--- src/swm_pkg.sv ---
`timescale 1ns / 1ps

package swm_pkg;

  localparam int WINDOW_MAX   = 64;
  localparam int SAMPLE_WIDTH = 32;
  localparam int CFG_W        = 7;
  localparam int POS_W        = $clog2(2 * WINDOW_MAX);
  localparam int CNT_W        = $clog2(WINDOW_MAX + 1);

  typedef enum logic [1:0] {
    OP_HOLD,
    OP_DROP,
    OP_STEP,
    OP_CLEAR
  } op_t;

  typedef struct packed {
    logic                           valid;
    logic signed [SAMPLE_WIDTH-1:0] value;
    logic [POS_W-1:0]               position;
  } cand_t;

  typedef struct packed {
    op_t                            op;
    logic                           shift;
    logic signed [SAMPLE_WIDTH-1:0] key;
    logic [POS_W-1:0]               pos;
    logic [CNT_W-1:0]               wsize;
  } cell_ctrl_t;

endpackage

--- src/swm_cell.sv ---
`timescale 1ns / 1ps

module swm_cell (
  input  logic               clk,
  input  logic               rst_n,
  input  swm_pkg::cell_ctrl_t ctrl,
  input  swm_pkg::cand_t     right_cand,
  input  logic               left_alive,
  output swm_pkg::cand_t     cand,
  output logic               alive,
  output logic               expired
);

  logic                                    valid_r;
  logic                                    valid_nxt;
  logic signed [swm_pkg::SAMPLE_WIDTH-1:0] value_r;
  logic signed [swm_pkg::SAMPLE_WIDTH-1:0] value_nxt;
  logic [swm_pkg::POS_W-1:0]               position_r;
  logic [swm_pkg::POS_W-1:0]               position_nxt;
  logic [swm_pkg::POS_W-1:0]               age;
  swm_pkg::cand_t                          src;

  assign cand = '{valid: valid_r, value: value_r, position: position_r};

  assign age     = ctrl.pos - position_r;
  assign expired = valid_r && (age >= swm_pkg::POS_W'(ctrl.wsize));

  assign src   = ctrl.shift ? right_cand : cand;
  assign alive = src.valid && ($signed(src.value) > $signed(ctrl.key));

  always_comb begin
    valid_nxt    = valid_r;
    value_nxt    = value_r;
    position_nxt = position_r;
    unique case (ctrl.op)
      swm_pkg::OP_HOLD: begin
      end
      swm_pkg::OP_DROP: begin
        valid_nxt    = right_cand.valid;
        value_nxt    = right_cand.value;
        position_nxt = right_cand.position;
      end
      swm_pkg::OP_STEP: begin
        if (alive) begin
          valid_nxt    = 1'b1;
          value_nxt    = src.value;
          position_nxt = src.position;
        end else if (left_alive) begin
          // first free slot: new sample goes here
          valid_nxt    = 1'b1;
          value_nxt    = ctrl.key;
          position_nxt = ctrl.pos;
        end else begin
          valid_nxt = 1'b0;
        end
      end
      swm_pkg::OP_CLEAR: begin
        valid_nxt = 1'b0;
      end
      default: begin
        valid_nxt = valid_r;
      end
    endcase
  end

  always_ff @(posedge clk) begin
    if (!rst_n) begin
      valid_r <= 1'b0;
    end else begin
      valid_r <= valid_nxt;
    end
  end

  always_ff @(posedge clk) begin
    value_r    <= value_nxt;
    position_r <= position_nxt;
  end

endmodule

--- config.mk ---
export PLATFORM = sky130hd
export DESIGN_NAME = swm_cell
export DESIGN_NICKNAME = d
export VERILOG_FILES = /design/src/swm_pkg.sv /design/src/swm_cell.sv
export SDC_FILE = /design/constraint.sdc
export NUM_CORES = 1
export LEC_CHECK = 0
export ABC_AREA = 1
export ABC_CLOCK_PERIOD_IN_PS = 5010
export BUFFER_PORTS_ARGS = -buffer_cell sky130_fd_sc_hd__clkbuf_2
export CORE_MARGIN = 1
export CORE_UTILIZATION = 38
export CTS_CLUSTER_DIAMETER = 120
export CTS_CLUSTER_SIZE = 8
export DETAILED_ROUTE_END_ITERATION = 16
export GPL_TIMING_DRIVEN = 0
export MAX_ROUTING_LAYER = met4
export PLACE_DENSITY_LB_ADDON = 0.3
export RECOVER_POWER = 100
export SYNTH_ARGS = -nofsm -noshare
export SYNTH_HDL_FRONTEND = slang
export SYNTH_SLANG_ARGS = --single-unit
--- constraint.sdc ---
create_clock -name clk -period 5.01 [get_ports clk]
set_input_delay 1.002 -clock clk [delete_from_list [all_inputs] [get_ports clk]]
set_output_delay 1.002 -clock clk [all_outputs]
set_load 0.05 [all_outputs]
==> out/qor.yml <==
synthesis:
  synth_area_mm2: 0.00402
  syn_nets: 691
  synth-compound-area-share_pct: 9.21
  ys_ff_latch: 40
  synth_fa_ha_area_share_pct: 14.5
  yosysUniqueCellTypes: 29
  async_flop_share_pct: 0
  synth_edf_count: 39
  muxShareOfSynthArea_pct: 8.21
  ys_seq_area_share_pct: 29.6
  yosys.area_share.xor_xnor_pct: 1.31
  synth_top_family_by_area: "simple AND/OR/NAND/NOR gates"
  syn_avg_cell_area_um2: 7.27
  netlist_instances: 553
  yosys.area_share.simple_pct: 24.1
  synth_ff_type: "edfxtp_1"
  synth_warnings: 0
finish:
  n_fill_cell: 1111
  drive_gt1_share_pct: 17.6
  mostFrequentLayoutCells: "nand2_1, inv_1, clkbuf_2, clkbuf_1, ha_1"
  finish.utilization_pct: 47.5
  syn_to_final_growth_pct: 21.5
  num_antenna_cells: 0
  final_common_cell: "nand2_1"
  fin_cells: 829
  finish.instance_area_mm2: 0.00488
  nets: 830
worst_hold_path:
  hp-start: "valid_r"
  holdCritPathClass: "reg -> reg"
clocking:
  cts_tree: "built"
  post_cts_buffers: 0
  numCtsBuffers: 5
  cts_max_level: 2
  numClockSinks: 40
  cts_buffer_depth: 2
  clock_latency_ns: 0.31
  hold_buffers: 0
  clk_pin_slew_ns: 0.09
  root_buffer: "clkbuf_8"
place:
  dp.cells: 821
  dp_hpwl_um: 8110
  dpl_worst_slack_ns: 0.0436
  place_area_mm2: 0.00485
  port-buffer-count: 132
  gp_congestion: 0.826
timing:
  clock.fmax_mhz: 209
  slew_viol_final: 0
  final.setup.tns_ns: 0
  worst_clock_skew_ns: 0.00819
  setup_viol: 0
  layout_setup_ws_ns: 0.225
  worst_slew_pin_slew_ns: 0.884
  holdWs_ns: 0.641
  hold_violations: 0
  rsz0062_at_grt: "no"
  period_share_pct: 95.5
  timing.final.crit_period_ns: 4.79
  relSlewSlack_pct: 40.9
floorplanning:
  core_area_mm2: 0.0103
  die_w_um: 105
  io_pins: 134
  die_y_um: 105
  rows: 37
  die_area_mm2: 0.0110
  initial_core_util_pct: 39.1
route:
  drt_wl_total_um: 10500
  postRouteAntennaNets: 0
  first_pass_iters: 5
  avgRoutedWirePerCell_um: 12.7
  vias: 3893
  first_iter_violations: 109
  drc: 0
  routed_via_density: 4.70
critical_path:
  end_kind: "primary output"
  cp_data_arrival_time_ns: 3.78
  reg2reg_from: "value_r[15]"
  worstPathRequired_ns: 4.01
  startpoint: "ctrl[46]"
  path_max_fanout: 10
  crit_type: "in -> out"
  start_kind: "input pin"
outcome:
  status: "completed"
grt:
  grt_pass1_vias: 3720
  grt_max_degree: 33
  gr-total-overflow: 0
  grt_pass1_wl_um: 17000
  antenna_found_initial: 0
  grt.total_usage_pct: 19.7
pwr:
  p_leak_nw: 2.76
  power_frac_seq_pct: 36.3
  power_frac_clock_pct: 21.0
  power_mw: 1.16
  cell_internal_pwr_uw: 681
  combPwrFrac_pct: 42.6
  swShare_pct: 41.2
  ir_drop_v: 0.000106
  power.switching_uw: 477
  powerDensity_mw_per_mm2: 237
run:
  cap_viol_max_count: 0
-- layout make-up --
cell class	instances	area, um^2	share of cell area, %
Buffer	21	124	2.54
Sequential cell	40	1190	24.4
Clock inverter	2	10.0	0.205
Clock buffer	6	82.6	1.69
Inverter	104	390	7.99
Tap cell	136	170	3.48
Multi-Input combinational cell	388	2310	47.2
Timing Repair Buffer	132	609	12.5
-- power groups by stage --
stage	logic [mW]	registers, mW	clock network, mW
4_1_cts	0.511	0.421	0.254
3_5_place_dp	0.508	0.429	0
2_1_floorplan	0.284	0.515	0
3_3_place_gp	0.498	0.428	0
5_1_grt	0.555	0.424	0.263
6_report	0.494	0.421	0.243
-- worst paths after layout --
kind / slack, ns / end / depth (start not counted)
setup / recovery: 0.22 / alive / 16
hold / removal: 0.64 / valid_r / 2
setup reg to reg: 1.70 / position_r[1] / 13
hold reg to reg: 0.64 / valid_r / 2
-- critical path, stage by stage --
cell	delay, ns
clkbuf_1	0.26
clkbuf_4	0.35
mux2i_1	0.22
inv_1	0.08
ha_1	0.29
a21oi_1	0.13
o21ai_0	0.13
a21oi_1	0.18
nand2_1	0.10
nand2_2	0.11
nand2_2	0.07
nand2_4	0.12
nand3_4	0.16
buf_4	0.24
inv_1	0.06
clkbuf_2	0.26
-- cells by family after synthesis --
family / Yosys count
AOI/OAI and AO/OA: 68
DFF: 40
buffers and inverters: 125
adders and majority gates: 46
muxes: 33
and+or+nand+nor: 235
xor gates and xnor gates: 6
-- sequential cells by signal, summed over array words and instances, names as in the netlist --
signal	count
value_r	32
position_r	7
valid_r	1
-- Yosys cell counts (3+ instances only) --
cell type / instances / area share [%]
o21bai_1: 3 / 0.56
o21ai_0: 4 / 0.50
buf_2: 7 / 0.87
inv_1: 104 / 9.7
buf_6: 4 / 1.1
mux2i_1: 33 / 8.2
nand3_1: 9 / 1.1
ha_1: 45 / 14
clkbuf_1: 6 / 0.56
nand2_1: 167 / 16
xnor2_1: 4 / 0.87
nand2_2: 3 / 0.47
a21o_1: 3 / 0.56
nand4_1: 10 / 1.6
edfxtp_1: 39 / 29
buf_4: 4 / 0.75
nor2_1: 41 / 3.8
o21ai_1: 32 / 4.0
a21oi_1: 21 / 2.6
-- per-layer routing --
metal	share of wire, %	global-route usage, %	wire length, um	up-vias
met4	0.65	5.13	68	0
met1	46	24.5	4810	1746
met2	49	33.9	5170	104
met5	0	-	0	-
li1	-	-	-	2037
met3	4.3	2.43	456	6
-- repair_timing --
action / 4_1_cts / 5_1_grt
setup endpoints to repair: 0 / 1
resized for setup: 0 / 5
hold endpoints to repair: 0 / 0
Power figures use the tool's default switching activity.
